===== src/rtl/sitda_pkg.sv =====
// sitda_pkg: shared types, constants and helper functions for the
// signed integer to decimal ascii block. depends on nothing.
`timescale 1ns / 1ps

package sitda_pkg;

  localparam int VALUE_WIDTH_DEF = 32;
  localparam int Radix           = 10;

  localparam logic [7:0] ASCII_ZERO  = 8'd48;
  localparam logic [7:0] ASCII_MINUS = 8'd45;

  typedef enum logic [2:0] {
    ST_IDLE,
    ST_CONV,
    ST_SKIP,
    ST_SIGN,
    ST_DIGIT
  } state_t;

  // controller to datapath
  typedef struct packed {
    logic load;
    logic shift;
    logic skip;
    logic emit_sign;
    logic emit_digit;
  } cmd_t;

  // datapath to controller
  typedef struct packed {
    logic last_shift;
    logic top_zero;
    logic rem_one;
    logic neg;
  } sts_t;

  // decimal digits of 2^(w-1), the largest magnitude of a w-bit signed value
  function automatic int decimal_digits(input int w);
    logic [63:0] v;
    int          n;
    v = 64'd1 << (w - 1);
    n = 0;
    for (int i = 0; i < 20; i++) begin
      if (v != 64'd0) begin
        v = v / Radix;
        n = n + 1;
      end
    end
    return n;
  endfunction

endpackage


===== src/rtl/signed_int_to_decimal_ascii.sv =====
// signed_int_to_decimal_ascii: top level, joins controller and datapath.
// depends on sitda_pkg, sitda_ctrl and sitda_dp.
//
// channel   dir  group           contents
// input     in   s_axis_*        one word: signed value to print
// output    out  m_axis_*        one word per character, tlast on final one
//
// sequence: accept, VALUE_WIDTH double-dabble shifts, a search for the
// leading digit that drops leading zeros, then the characters one by one
// reset: rst is synchronous, active high, clears state machine and out valid
// stalls: a stalled sink holds the character register and the sequencer; a
// new word is taken the cycle after the last character is loaded
`timescale 1ns / 1ps

module signed_int_to_decimal_ascii #(
  parameter int VALUE_WIDTH = sitda_pkg::VALUE_WIDTH_DEF
) (
  input  logic                             clk,
  input  logic                             rst,
  input  logic                             s_axis_tvalid,
  output logic                             s_axis_tready,
  // value [VALUE_WIDTH-1:0], zero padded to whole bytes
  input  logic [((VALUE_WIDTH+7)/8)*8-1:0] s_axis_tdata,
  output logic                             m_axis_tvalid,
  input  logic                             m_axis_tready,
  // character [7:0]
  output logic [7:0]                       m_axis_tdata,
  output logic                             m_axis_tlast
);

  sitda_pkg::cmd_t cmd;
  sitda_pkg::sts_t sts;

  // sequencer: accept, shift, skip zeros, sign, digits
  sitda_ctrl u_ctrl (
    .clk       (clk),
    .rst       (rst),
    .in_valid  (s_axis_tvalid),
    .out_ready (m_axis_tready),
    .sts       (sts),
    .cmd       (cmd),
    .in_ready  (s_axis_tready),
    .out_valid (m_axis_tvalid)
  );

  // magnitude, bcd digits and output character register
  sitda_dp #(
    .VALUE_WIDTH (VALUE_WIDTH)
  ) u_dp (
    .clk       (clk),
    .value     (s_axis_tdata[VALUE_WIDTH-1:0]),
    .cmd       (cmd),
    .sts       (sts),
    .character (m_axis_tdata),
    .last      (m_axis_tlast)
  );

  // busy right after taking a word
  a_busy_after_accept: assert property (@(posedge clk) disable iff (rst)
    (s_axis_tvalid && s_axis_tready) |=> !s_axis_tready)
    else $error("input ready right after accept");

  // only minus sign or decimal digits leave the block
  a_char_range: assert property (@(posedge clk) disable iff (rst)
    m_axis_tvalid |-> (m_axis_tdata == sitda_pkg::ASCII_MINUS ||
                       (m_axis_tdata >= sitda_pkg::ASCII_ZERO &&
                        m_axis_tdata <= sitda_pkg::ASCII_ZERO + 8'd9)))
    else $error("character outside sign and digit codes");

  // the sign is never the final character
  a_sign_not_last: assert property (@(posedge clk) disable iff (rst)
    (m_axis_tvalid && m_axis_tdata == sitda_pkg::ASCII_MINUS) |-> !m_axis_tlast)
    else $error("minus sign marked last");

endmodule


===== src/rtl/sitda_dp.sv =====
// sitda_dp: datapath, double-dabble binary to bcd converter, digit
// shifter and output character register. depends on sitda_pkg.
`timescale 1ns / 1ps

module sitda_dp #(
  parameter int VALUE_WIDTH = sitda_pkg::VALUE_WIDTH_DEF
) (
  input  logic                   clk,
  input  logic [VALUE_WIDTH-1:0] value,
  input  sitda_pkg::cmd_t        cmd,
  output sitda_pkg::sts_t        sts,
  output logic [7:0]             character,
  output logic                   last
);

  localparam int D  = sitda_pkg::decimal_digits(VALUE_WIDTH);
  localparam int BW = 4 * D;
  localparam int CW = $clog2(VALUE_WIDTH + 1);
  localparam int RW = $clog2(D + 1);

  logic [VALUE_WIDTH-1:0] mag;
  logic [BW-1:0]          bcd;
  logic [BW-1:0]          adj;
  logic [CW-1:0]          cnt;
  logic [RW-1:0]          rem;
  logic                   neg;

  // add-3 correction on every bcd digit before the shift
  always_comb begin
    for (int i = 0; i < D; i++) begin
      adj[4*i +: 4] = (bcd[4*i +: 4] >= 4'd5) ? bcd[4*i +: 4] + 4'd3 : bcd[4*i +: 4];
    end
  end

  always_ff @(posedge clk) begin
    if (cmd.load) begin
      neg <= value[VALUE_WIDTH-1];
      mag <= value[VALUE_WIDTH-1] ? (~value + 1'b1) : value;
      bcd <= '0;
      cnt <= CW'(VALUE_WIDTH);
      rem <= RW'(D);
    end
    if (cmd.shift) begin
      {bcd, mag} <= {adj[BW-2:0], mag, 1'b0};
      cnt        <= cnt - 1'b1;
    end
    if (cmd.skip) begin
      bcd <= {bcd[BW-5:0], 4'b0000};
      rem <= rem - 1'b1;
    end
    if (cmd.emit_sign) begin
      character <= sitda_pkg::ASCII_MINUS;
      last      <= 1'b0;
    end
    if (cmd.emit_digit) begin
      character <= sitda_pkg::ASCII_ZERO | {4'b0000, bcd[BW-1 -: 4]};
      last      <= (rem == RW'(1));
      bcd       <= {bcd[BW-5:0], 4'b0000};
      rem       <= rem - 1'b1;
    end
  end

  assign sts.last_shift = (cnt == CW'(1));
  assign sts.top_zero   = (bcd[BW-1 -: 4] == 4'd0);
  assign sts.rem_one    = (rem == RW'(1));
  assign sts.neg        = neg;

endmodule


===== src/rtl/sitda_ctrl.sv =====
// sitda_ctrl: controller state machine, sequences conversion, leading
// zero skip and character emission. depends on sitda_pkg.
`timescale 1ns / 1ps

module sitda_ctrl (
  input  logic            clk,
  input  logic            rst,
  input  logic            in_valid,
  input  logic            out_ready,
  input  sitda_pkg::sts_t sts,
  output sitda_pkg::cmd_t cmd,
  output logic            in_ready,
  output logic            out_valid
);

  sitda_pkg::state_t state, state_next;
  logic              out_free;
  logic              out_valid_next;

  assign out_free = !out_valid || out_ready;

  always_comb begin
    state_next = state;
    case (state)
      sitda_pkg::ST_IDLE:  if (in_valid) state_next = sitda_pkg::ST_CONV;
      sitda_pkg::ST_CONV:  if (sts.last_shift) state_next = sitda_pkg::ST_SKIP;
      sitda_pkg::ST_SKIP: begin
        if (!(sts.top_zero && !sts.rem_one)) begin
          state_next = sts.neg ? sitda_pkg::ST_SIGN : sitda_pkg::ST_DIGIT;
        end
      end
      sitda_pkg::ST_SIGN:  if (out_free) state_next = sitda_pkg::ST_DIGIT;
      sitda_pkg::ST_DIGIT: if (out_free && sts.rem_one) state_next = sitda_pkg::ST_IDLE;
      default:             state_next = sitda_pkg::ST_IDLE;
    endcase
  end

  always_comb begin
    cmd            = '0;
    in_ready       = 1'b0;
    case (state)
      sitda_pkg::ST_IDLE: begin
        in_ready = 1'b1;
        cmd.load = in_valid;
      end
      sitda_pkg::ST_CONV:  cmd.shift      = 1'b1;
      sitda_pkg::ST_SKIP:  cmd.skip       = sts.top_zero && !sts.rem_one;
      sitda_pkg::ST_SIGN:  cmd.emit_sign  = out_free;
      sitda_pkg::ST_DIGIT: cmd.emit_digit = out_free;
      default: ;
    endcase
    if (cmd.emit_sign || cmd.emit_digit) begin
      out_valid_next = 1'b1;
    end else if (out_ready) begin
      out_valid_next = 1'b0;
    end else begin
      out_valid_next = out_valid;
    end
  end

  always_ff @(posedge clk) begin
    if (rst) begin
      state     <= sitda_pkg::ST_IDLE;
      out_valid <= 1'b0;
    end else begin
      state     <= state_next;
      out_valid <= out_valid_next;
    end
  end

endmodule


===== config.mk =====
export PLATFORM = sky130hd
export DESIGN_NAME = signed_int_to_decimal_ascii
export DESIGN_NICKNAME = d
export VERILOG_FILES = /design/src/rtl/sitda_pkg.sv /design/src/rtl/signed_int_to_decimal_ascii.sv /design/src/rtl/sitda_dp.sv /design/src/rtl/sitda_ctrl.sv
export SDC_FILE = /design/constraint.sdc
export NUM_CORES = 1
export LEC_CHECK = 0
export CORE_UTILIZATION = 40
export CTS_CLUSTER_DIAMETER = 50
export CTS_CLUSTER_SIZE = 40
export DETAILED_ROUTE_END_ITERATION = 12
export DONT_BUFFER_PORTS = 1
export PLACE_DENSITY = 0.56
export SLEW_MARGIN = 20
export SYNTH_ARGS = -nofsm -noshare
export SYNTH_HDL_FRONTEND = slang
export SYNTH_HIERARCHICAL = 1
export SYNTH_SLANG_ARGS = --single-unit

===== constraint.sdc =====
create_clock -name clk -period 3.8 [get_ports clk]
set_clock_uncertainty 0.1 [all_clocks]
set_input_delay 0.19 -clock clk [delete_from_list [all_inputs] [get_ports clk]]
set_output_delay 0.19 -clock clk [all_outputs]
set_load 0.1 [all_outputs]

## Word-level counts from Yosys, hierarchy flattened

Cells that the tools add are included.

- Output and inout bits: 11
- Bits in registers: 93
- Bits of input ports: 36
- Word-level logic and storage cells: 103

- Equal/unequal tests: 11
- Add/sub/neg operators: 13
- $lt $le $gt $ge: 10
- Bitwise operators: 1
- Muxes and demuxes: 41
- Reduce and logical (&&, ||, !) cells: 15

Operators by type and width:

| kind | count |
|---|---|
| $mux 40 | 4 |
| $mux 32 | 3 |
| $mux 4 | 14 |
| $ge 4x3->1 const B | 10 |
| $add 4x2->4 const B | 9 |
| $add 32x1->32 const B | 1 |
| $not 32->32 | 1 |
| $mux 3 | 7 |
| $pmux 3 s5 | 1 |
| $mux 6 | 2 |
| $mux 1 | 10 |
| $eq 3x2->1 const B | 2 |
| $eq 6x1->1 const B | 1 |
| $ne 2x2->1 const B | 3 |
| $reduce_bool 2->1 | 3 |
| $sub 6x1->6 const B | 1 |
| $reduce_and 5->1 | 1 |
| $eq 4x1->1 const B | 1 |
| $logic_not 4->1 | 1 |
| $ne 2x1->1 const B | 2 |
| $reduce_bool 4->1 | 1 |
| $sub 4x1->4 const B | 1 |
| $add 3x2->3 const B | 1 |
| $eq 3x1->1 const B | 1 |
| other kinds (7) | 10 |

## Longest topological paths before layout

Gate-level depths: netlist (run 1).

- Word-level depth: 6
- Gate-level depth with buffers: 10
- Gate-level depth less buffers: 9

## By module

Netlist (run 1), hierarchy kept.

By module, submodules not included:

| module | sequential area each (um2) | cells an instance | area each (um2) | times used |
|---|---|---|---|---|
| sitda_dp | 2612.5 | 558 | 5600.4 | 1 |
| sitda_ctrl | 80.1 | 34 | 281.5 | 1 |

## Least setup slack after synthesis (run 1)

No wires, ideal clock.

- Path type: register to register
- Start: register u_ctrl.state[1]
- End: register u_dp.mag[29], data pin
- Stages on the path, launching flop included: 11
- Setup slack: -0.759 ns
- Data required time: 3.564 ns
- Data arrival time: 4.324 ns
- Period minus slack after synthesis: 4.559 ns
- Cells stage by stage: dfxtp_1 > buf_4 > nor3_1 > and2_1 > clkbuf_1 > nor2b_1 > clkbuf_1 > clkbuf_1 > nand2_1 > or4_1 > nand3_1

- Longest elaborated chain between the ends: 3

Ends and longest elaborated chain:

| item | line | RTL |
|---|---|---|
| start, declared | sitda_ctrl.sv:16 | `sitda_pkg::state_t state, state_next;` |
| start signal, assigned | sitda_ctrl.sv:63 | `state <= sitda_pkg::ST_IDLE;` |
| start signal, assigned | sitda_ctrl.sv:66 | `state <= state_next;` |
| $eq 3x1->1 | sitda_ctrl.sv:41 | `case (state)` |
| $mux 1 | sitda_ctrl.sv:41 |  |
| $mux 32 | sitda_dp.sv:43 | `if (cmd.shift) begin` |
| end signal, assigned | sitda_dp.sv:38 | `mag <= value[VALUE_WIDTH-1] ? (~value + 1'b1) : value;` |
| end signal, assigned | sitda_dp.sv:44 | `{bcd, mag} <= {adj[BW-2:0], mag, 1'b0};` |
| end, declared | sitda_dp.sv:21 | `logic [VALUE_WIDTH-1:0] mag;` |

Every way passes these cells.
A chain may end at the register's enable or synchronous reset.

==> results of run 1 <==
-- worst max-delay path: cells and delay by family (launching register included) --
family                 cells  cell delay, ns
AO/OA/AOI/OAI              1            0.21
buffers and inverters      2            1.04
flip-flops                 1            0.51
AND/OR/NAND/NOR            4            0.87
-- flip-flops by register name (all words and copies together) (netlist names) --
signal	cells
u_dp/cnt	6
u_ctrl/out_valid	1
u_ctrl/state	3
u_dp/neg	1
u_dp/character	5
u_dp/last	1
u_dp/bcd	40
u_dp/mag	32
u_dp/rem	4
-- logic make-up (layout without fill, tap and decap cells) --
group	count (synthesis)	after routing	synth area share (%)
AND/OR/NAND/NOR	194	194	17.9
AO/OA/AOI/OAI	155	155	18.1
flip-flops	93	93	45.8
buffers and inverters	78	75	5.55
XOR/XNOR	32	32	4.76
adder cells (fa/ha/maj)	25	25	5.32
multiplexers	13	13	2.45
other	2	3	0.128
-- cell type report --
| class | instances | area, um^2 |
|---|---|---|
| clock buffers | 10 | 239 |
| clock inverters | 6 | 61.3 |
| fillers | 1314 | 7640 |
| inverters | 36 | 135 |
| multi-input cells | 422 | 2890 |
| flip-flops and latches | 93 | 2690 |
| well taps | 180 | 225 |
| repair buffers | 23 | 215 |
-- per-layer routing --
metal | part of all wire, % | GRT usage (%)
met5 | 0 | 0
met4 | 1.5 | 6.40
met3 | 5.9 | 4.75
met1 | 46 | 23.2
met2 | 47 | 28.3
-- path summary, 6_finish.rpt --
kind	cells after the start	slack [ns]	to	start
worst max-delay path	7	0.82	u_dp/mag[15]	u_ctrl/state[0]
worst min-delay path	2	0.02	u_dp/mag[22]	s_axis_tdata[22]
worst max register to register	7	0.82	u_dp/mag[15]	u_ctrl/state[0]
worst min register to register	2	0.38	u_dp/bcd[0]	u_dp/mag[31]
-- repair_timing --
action	4_1_cts	5_1_grt
hold buffers	12	0
endpoints found under the hold margin	14	0
endpoints found under the setup margin	0	0
-- power by group through the flow --
stage	Sequential [mW]	Clock (mW)	Combinational, mW
2_1_floorplan	1.35	0	0.430
3_3_place_gp	1.37	0	0.511
3_5_place_dp	1.37	0	0.526
4_1_cts	1.35	0.936	0.541
5_1_grt	1.37	0.979	0.608
6_report	1.35	0.914	0.539
-- synthesized netlist by cell type, drive strengths merged (2+ instances only) --
master	number	area, um^2
edfxtp	83	2490
nand2	47	176
o21ai	41	205
inv	35	131
clkbuf	31	119
a21oi	26	130
ha	25	313
nor2	25	93.8
or4	19	151
nor3	18	90.1
xor2	17	149
nand3	16	80.1
xnor2	15	131
nand2b	14	87.6
o22ai	14	87.6
a32oi	11	96.3
buf	11	72.6
mux2	11	124
dfxtp	10	200
o311ai	9	78.8
o32ai	9	78.8
or3	9	57.6
nor3b	8	60.1
and2	7	43.8
nor2b	7	43.8
o31ai	7	52.6
o41ai	6	52.6
nor4	5	31.3
or2	5	31.3
a31oi	4	25.0
a32o	4	40.0
a41oi	4	35.0
and3	4	25.0
o21a	4	30.0
nand3b	3	22.5
o41a	3	33.8
and2b	2	17.5
conb	2	7.51
mux2i	2	20.0
nand4	2	12.5
-- per-stage QoR --
step	hold WS, ns	area, um^2	total power [mW]	cells	utilization [%]
floorplan	0.159	5890	1.78	593	-
global placement	0.162	6040	1.88	742	42.8
detailed placement	0.163	6040	1.90	742	42.8
CTS	0.00255	6460	2.83	770	45.8
global route	0.0187	6460	2.96	770	45.8
finish	0.0155	6460	2.81	770	45.8
-- cell usage in the layout (no fill, tap or decap), types with 4 or more instances in the layout --
cell type	synthesis	routed
a21oi_1	26	26
a31oi_1	4	4
a32o_1	4	4
a32oi_1	11	11
a41oi_1	4	4
and2_1	7	7
and3_1	4	4
buf_4	5	10
clkbuf_16	0	9
dfxtp_1	10	10
dlygate4sd3_1	0	12
edfxtp_1	83	83
ha_1	25	25
inv_1	35	35
mux2_2	10	10
nand2_1	47	47
nand2b_1	14	14
nand3_1	16	16
nor2_1	25	25
nor2b_1	7	5
nor3_1	18	17
nor3b_1	8	8
nor4_1	5	5
o21a_1	4	4
o21ai_0	40	40
o22ai_1	14	14
o311ai_0	7	7
o31ai_1	7	7
o32ai_1	9	9
o41ai_1	6	6
or2_2	4	4
or3_1	8	8
or4_1	16	16
xnor2_1	15	15
xor2_1	17	17
==> impl_metrics.py, run 1 <==
metrics = {
    "outcome": {
        "status": "finished clean",
    },
    "clock_network": {
        "cts_tree": "done",
        "cts_buffers": 9,
        "clock-sinks": 93,
        "clk_pin_slew_ns": 0.06,
        "h-tree-depth": 3,
        "cts.repair.resized": 0,
        "root_buffer": "clkbuf_16",
        "clockBufferDepth": 2,
        "postCtsSetupRepairBufs": 0,
        "clk_latency_ns": 0.35,
    },
    "timing": {
        "fin_crit_ns": 2.98,
        "setup_ws_ns": 0.817,
        "setup_violations": 0,
        "rsz0062_at_grt": "no",
        "hold_viol": 0,
        "relSlewSlack_pct": 36.0,
        "period_share_pct": 78.5,
        "setup_tns_ns": 0,
        "tightest_slew_ns": 0.959,
        "final_max_slew_viol_count": 0,
        "fmax_mhz": 335,
    },
    "logic_synthesis": {
        "ys_seq_elements": 93,
        "synth_edf_count": 83,
        "synthFlopType": "edfxtp_1",
        "synthCells": 592,
        "yosysWarnings": 6,
        "synth.avg_cell_area_um2": 9.94,
        "synth.yosys.seq_area_share_pct": 45.8,
        "synth_area_um2": 5880,
        "synth-async-reset-ratio_pct": 0,
        "ys_types": 69,
    },
    "setup_path": {
        "crit_required_ns": 3.80,
        "worstPathArrival_ns": 2.98,
        "critical_path_peak_fanout": 42,
        "critPathMaxStageDelay_ns": 0.56,
        "startpoint_type": "register",
        "end_kind": "register",
        "critPathKind": "register to register",
        "cp_cell_sequence": "and2b_4, nor2b_4, buf_4, nor2_1, a32oi_1, nand3_1, dlygate4sd3_1",
        "slowest_stage": "dlygate4sd3_1",
    },
    "worst_hold_path": {
        "hp-class": "primary input to register",
    },
    "floorplanning": {
        "num_rows": 43,
        "num_io_pins": 47,
        "die_x_um": 123,
        "die_area_um2": 15200,
        "core_um2": 14100,
        "die_h_um": 123,
        "start_util_pct": 41.7,
    },
    "drt": {
        "wirelength_um": 12700,
        "vias_per_cell": 5.93,
        "drtIter0Drc": 437,
        "route.detailed.drc": 0,
        "first_pass_iters": 5,
        "wl_per_cell_um": 16.4,
        "ant_nets": 0,
        "route.vias.total": 4569,
    },
    "final_layout": {
        "num_antenna_cells": 0,
        "syn2layout_area_growth_pct": 9.76,
        "fin_nets": 646,
        "drive_above_1_share_pct": 8.64,
    },
    "power": {
        "p_per_area_nw_per_um2": 435,
        "p_leak_nw": 2.24,
        "p_switching_uw": 783,
        "power.share.clock_pct": 32.6,
        "power.internal_mw": 2.02,
        "switching_share_pct": 27.9,
        "ir_worst_vdd_uv": 204,
        "seqPwrFrac_pct": 48.2,
        "p_comb_share_pct": 19.2,
    },
    "place": {
        "dpl.hpwl_um": 8210,
        "dp_slack_ns": 0.979,
        "portBuffers": 0,
        "place_congestion": 0.809,
    },
    "global_route": {
        "grt_pass1_vias": 4347,
        "gr-usage-all-layers_pct": 17.8,
        "grt-ovfl-total": 0,
        "grt_max_degree": 43,
        "grt_pass1_wl_um": 21100,
        "antenna_found_initial": 0,
    },
    "flow_run": {
        "max_cap_viol_count": 0,
    },
}
(Power assumes the default switching activity.)
==> run 2: changes to the inputs <==
--- a/config.mk
+++ b/config.mk
@@ -10,7 +10,7 @@
 export CTS_CLUSTER_SIZE = 40
 export DETAILED_ROUTE_END_ITERATION = 12
 export DONT_BUFFER_PORTS = 1
-export PLACE_DENSITY = 0.56
+export PLACE_DENSITY = 0.58
 export SLEW_MARGIN = 20
 export SYNTH_ARGS = -nofsm -noshare
 export SYNTH_HDL_FRONTEND = slang
==> constraint.sdc (replaced) <==
create_clock -name clk -period 2.5 [get_ports clk]
set_clock_uncertainty 0.1 [all_clocks]
set_input_delay 0.125 -clock clk [delete_from_list [all_inputs] [get_ports clk]]
set_output_delay 0.125 -clock clk [all_outputs]
set_load 0.1 [all_outputs]
==> impl_metrics.py, run 2 (synthesis gave the netlist of run 1 again) <==
metrics = {
    "final_layout": {
        "fin_nets": 680,
        "syn2layout_area_growth_pct": 15.1,
        "layout_commonest_cell": "edfxtp_1",
        "final_cell_mix": "edfxtp_1 (83), nand2_1 (47), o21ai_0 (40)",
        "fin_area_um2": 6770,
        "largest_reg_flops": 40,
        "top_regs": "u_dp/bcd (40), u_dp/mag (32), u_dp/cnt (6)",
        "num_antenna_cells": 0,
        "largest-register": "u_dp/bcd",
        "drive_above_1_share_pct": 11.4,
    },
    "floorplanning": {
        "die_h_um": 123,
        "start_util_pct": 41.7,
        "die_area_um2": 15200,
        "num_io_pins": 47,
        "num_rows": 43,
        "die_x_um": 123,
        "core_um2": 14100,
    },
    "power": {
        "seqPwrFrac_pct": 48.6,
        "power_mw": 4.24,
        "p_leak_nw": 2.37,
        "p_comb_share_pct": 21.0,
        "p_switching_mw": 1.25,
        "switching_share_pct": 29.4,
        "power.internal_mw": 2.99,
        "p_per_area_nw_per_um2": 626,
        "power.share.clock_pct": 30.4,
        "ir_worst_vdd_uv": 333,
    },
    "clock_network": {
        "clk_latency_ns": 0.35,
        "clk_pin_slew_ns": 0.07,
        "clockBufferDepth": 2,
        "root_buffer": "clkbuf_16",
        "clock-sinks": 93,
        "h-tree-depth": 3,
        "cts_buffers": 9,
        "cts_tree": "done",
    },
    "timing": {
        "period_share_pct": 94.2,
        "final_max_slew_viol_count": 0,
        "hold_ws_ns": -0.00137,
        "relSlewSlack_pct": 40.1,
        "hold_viol": 1,
        "tightest_slew_ns": 0.901,
        "fin_crit_ns": 2.36,
        "fmax_mhz": 425,
        "setup_violations": 0,
    },
    "worst_hold_path": {
        "hp-class": "primary input to register",
    },
    "setup_path": {
        "end_kind": "register",
        "worstPathArrival_ns": 2.48,
        "startpoint_type": "register",
        "critPathKind": "register to register",
        "crit_required_ns": 2.62,
        "critical_path_peak_fanout": 11,
    },
    "drt": {
        "drtIter0Drc": 335,
        "wl_per_cell_um": 16.9,
        "first_pass_iters": 5,
        "ant_nets": 0,
        "vias_per_cell": 5.83,
        "route.vias.total": 4691,
        "route.detailed.drc": 0,
        "wirelength_um": 13600,
    },
    "flow_run": {
        "max_cap_viol_count": 0,
    },
    "global_route": {
        "antenna_found_initial": 0,
        "grt-ovfl-total": 0,
        "grt_max_degree": 38,
        "grt_pass1_wl_um": 22700,
        "gr-usage-all-layers_pct": 19.3,
        "grt_pass1_vias": 4813,
    },
    "place": {
        "portBuffers": 0,
        "place_congestion": 0.779,
        "placed_area_um2": 6170,
        "dpl.hpwl_um": 8810,
    },
    "outcome": {
        "status": "finished with violations",
        "violations": "negative hold slack",
    },
}
-- run 2: cell types whose count changed in the layout (fill, tap and decap cells not counted), moves of 2 or more --
cell	delta
dfxtp_1	-2
inv_1	-2
dfxtp_2	+2
buf_4	+13
clkinv_4	+2
dlygate4sd3_1	+19
clkinv_2	-2
clkinvlp_4	+3
-- run 2: metal layers --
layer	vias to the layer above	track usage (%)	part of all wire [%]
li1	2288	-	-
met2	148	31.5	48
met3	18	6.04	6.3
met5	-	0	0
met1	2237	23.6	44
met4	0	7.68	1.3
-- run 2: cell type report --
cell class / instances / area (um^2)
fill: 1328 / 7330
multi-input combinational: 422 / 2900
sequential: 93 / 2700
timing repair buffer: 57 / 534
clock buffer: 10 / 229
tap: 180 / 225
inverter: 36 / 143
clock inverter: 6 / 41.3
-- run 2: stage by stage --
| step | setup WS (ns) | utilization (%) | TNS, ns | hold WS [ns] | instances |
|---|---|---|---|---|---|
| after global placement | 0.117 | 43.8 | 0 | 0.0893 | 757 |
| after CTS | 0.114 | 47.9 | 0 | 0.000783 | 804 |
| after global routing | -0.00389 | 48.0 | -0.0303 | 0.0114 | 804 |
| after detailed placement | 0.0329 | 43.8 | 0 | 0.0936 | 757 |
| final | 0.145 | 48.0 | 0 | -0.00137 | 804 |
| after floorplan | -0.367 | - | -21.28 | 0.0870 | 593 |
-- run 2: what timing repair did --
| action | in CTS | in global routing |
|---|---|---|
| setup buffers | 0 | 0 |
| cloned | 0 | 0 |
| hold buffers | 31 | 0 |
| gates resized for setup | 1 | 2 |
| endpoints found under the setup margin | 9 | 36 |
| endpoints found under the hold margin | 31 | 0 |
-- run 2: worst paths after layout --
path | startpoint | to | depth (start not counted) | slack (ns)
max reg2reg | u_ctrl/state[0] | u_dp/mag[16] | 7 | 0.14
min | s_axis_tdata[3] | u_dp/mag[3] | 2 | -0.001
max | u_ctrl/state[0] | u_dp/mag[16] | 7 | 0.14
min reg2reg | u_dp/character[4] | u_dp/character[4] | 1 | 0.36
-- run 2: worst max-delay path, cell delays in order (launching register included) --
cell and delay [ns]:
dfxtp_1 0.41, nor3_4 0.22, and2_4 0.27, nor2b_2 0.27, buf_4 0.19, nand4_1 0.09, dlygate4sd3_1 0.59, nand3b_1 0.08
-- run 2: power groups by stage --
stage	combinational, mW	sequential, mW	clock [mW]
2_1_floorplan	0.665	2.05	0
3_3_place_gp	0.809	2.08	0
3_5_place_dp	0.839	2.09	0
4_1_cts	0.891	2.06	1.34
5_1_grt	0.995	2.08	1.39
6_report	0.891	2.06	1.29
==> run 3: changes to the inputs <==
--- a/config.mk
+++ b/config.mk
@@ -10,7 +10,7 @@
 export CTS_CLUSTER_SIZE = 40
 export DETAILED_ROUTE_END_ITERATION = 12
 export DONT_BUFFER_PORTS = 1
-export PLACE_DENSITY = 0.58
+export PLACE_DENSITY = 0.56
 export SLEW_MARGIN = 20
 export SYNTH_ARGS = -nofsm -noshare
 export SYNTH_HDL_FRONTEND = slang
==> constraint.sdc (replaced) <==
create_clock -name clk -period 2.2 [get_ports clk]
set_clock_uncertainty 0.1 [all_clocks]
set_input_delay 0.11 -clock clk [delete_from_list [all_inputs] [get_ports clk]]
set_output_delay 0.11 -clock clk [all_outputs]
set_load 0.1 [all_outputs]
==> impl_metrics.py, run 3 (synthesis gave the netlist of run 1 again) <==
metrics = {
    "floorplanning": {
        "num_io_pins": 47,
        "die_area_um2": 15200,
        "die_h_um": 123,
        "core_um2": 14100,
        "die_x_um": 123,
        "start_util_pct": 41.7,
        "num_rows": 43,
    },
    "drt": {
        "vias_per_cell": 5.79,
        "wirelength_um": 14000,
        "wl_met3_um": 602,
        "drt-met1-wl_um": 6520,
        "first_pass_iters": 5,
        "route.detailed.drc": 0,
        "ant_nets": 0,
        "routed.top_layer": "met4",
        "drtIter0Drc": 289,
        "route.vias.total": 4865,
        "wl_per_cell_um": 16.7,
        "wl_met2_um": 6670,
    },
    "timing": {
        "setup_ws_ns": -0.0151,
        "relSlewSlack_pct": 48.3,
        "setup_violations": 22,
        "hold_viol": 0,
        "hold_ws_ns": 0.0118,
        "tightest_slew_ns": 0.775,
        "fmax_mhz": 451,
        "setup_tns_ns": -0.178,
        "period_share_pct": 101,
        "final_max_slew_viol_count": 0,
        "fin_crit_ns": 2.22,
        "rsz0062_at_grt": "yes",
    },
    "clock_network": {
        "clockBufferDepth": 2,
        "clk_latency_ns": 0.34,
        "cts_buffers": 9,
        "cts_tree": "done",
        "root_buffer": "clkbuf_16",
        "clock-sinks": 93,
        "h-tree-depth": 3,
        "clk_pin_slew_ns": 0.07,
    },
    "global_route": {
        "antenna_found_initial": 0,
        "grt_pass1_vias": 4784,
        "grt_pass1_wl_um": 22900,
        "grt-ovfl-total": 0,
        "gr-usage-all-layers_pct": 19.2,
        "grt_max_degree": 39,
    },
    "final_layout": {
        "syn2layout_area_growth_pct": 23.9,
        "drive_above_1_share_pct": 19.8,
        "largest_reg_flops": 40,
        "largest-register": "u_dp/bcd",
        "multiInputGateArea_um2": 3020,
        "fin_nets": 716,
        "layout_commonest_cell": "edfxtp_1",
        "final_cell_mix": "edfxtp_1 (83), buf_4 (50), nand2_1 (42)",
        "utilization_pct": 51.7,
        "top_regs": "u_dp/bcd (40), u_dp/mag (32), u_dp/cnt (6)",
        "register_area_um2": 2700,
        "num_antenna_cells": 0,
        "n_fill_cell": 1265,
    },
    "power": {
        "power_mw": 4.98,
        "p_per_area_nw_per_um2": 683,
        "ir_worst_vdd_uv": 368,
        "p_leak_nw": 2.62,
    },
    "setup_path": {
        "r2r_slack_ns": -0.02,
        "critPathKind": "register to register",
        "crit_required_ns": 2.20,
        "worstPathArrival_ns": 2.21,
        "end_kind": "register",
        "critical_path_peak_fanout": 19,
        "startpoint_type": "register",
    },
    "place": {
        "dpl.hpwl_um": 8920,
        "place_congestion": 0.807,
        "portBuffers": 0,
    },
    "outcome": {
        "status": "finished with violations",
        "violations": "negative setup slack",
    },
    "flow_run": {
        "max_cap_viol_count": 0,
    },
    "worst_hold_path": {
        "hp-class": "primary input to register",
    },
}
run 3: changes by cell type in the layout (fill, tap and decap cells not counted), sizes merged:
cell | before | now
clkbuf | 10 | 14
buf | 26 | 60
inv | 33 | 34
clkinvlp | 4 | 2
clkinv | 5 | 4
run 3: per-stage QoR:
stage / setup slack, ns / cell area (um^2) / cells
2_1_floorplan: -0.667 / 5970 / 593
3_3_place_gp: -0.0656 / 6450 / 787
3_5_place_dp: -0.164 / 6450 / 787
4_1_cts: -0.0318 / 7100 / 836
5_1_grt: -0.149 / 7290 / 840
6_report: -0.0151 / 7290 / 840
run 3: where the power goes:
| group | internal (mW) | switching (mW) |
|---|---|---|
| Combinational | 0.512 | 0.614 |
| Sequential | 2.19 | 0.142 |
| Clock | 0.843 | 0.671 |
| Total | 3.55 | 1.43 |
run 3: layout make-up:
type	count	share of cell area [%]
clock inverters	4	0.429
flip-flops and latches	93	37.0
inverters	36	1.96
repair buffers	93	12.6
well taps	180	3.09
multi-input cells	422	41.4
clock buffers	12	3.54
run 3: worst max-delay path: stages, from the launching register on:
cell	delay (ns)
edfxtp_1	0.41
inv_2	0.10
ha_4	0.12
nor3b_4	0.17
nand3b_1	0.16
nor3_2	0.06
or2_4	0.26
nor3_4	0.12
buf_6	0.13
clkinvlp_4	0.14
buf_12	0.20
run 3: final timing paths:
kind | from | endpoint | depth (start not counted)
min | s_axis_tdata[11] | u_dp/mag[11] | 2
max | u_dp/rem[1] | u_dp/bcd[13] | 10
min reg2reg | u_dp/character[4] | u_dp/character[4] | 1
max reg2reg | u_dp/rem[1] | u_dp/bcd[13] | 10
run 3: layer usage:
metal  global-route usage [%]  vias up
met5                        0        -
met4                     8.28        0
met3                     2.95       19
met2                     30.7      136
met1                     25.9     2345
li1                         -     2365
run 3: timing repair:
item                                    in CTS  in global routing
hold buffers                                31                  0
endpoints found under the setup margin      45                 56
gates cloned                                 1                  2
pin swaps                                    1                  5
buffers inserted                             1                  2
resized for setup                            7                 35
hold endpoints to repair                    30                  0
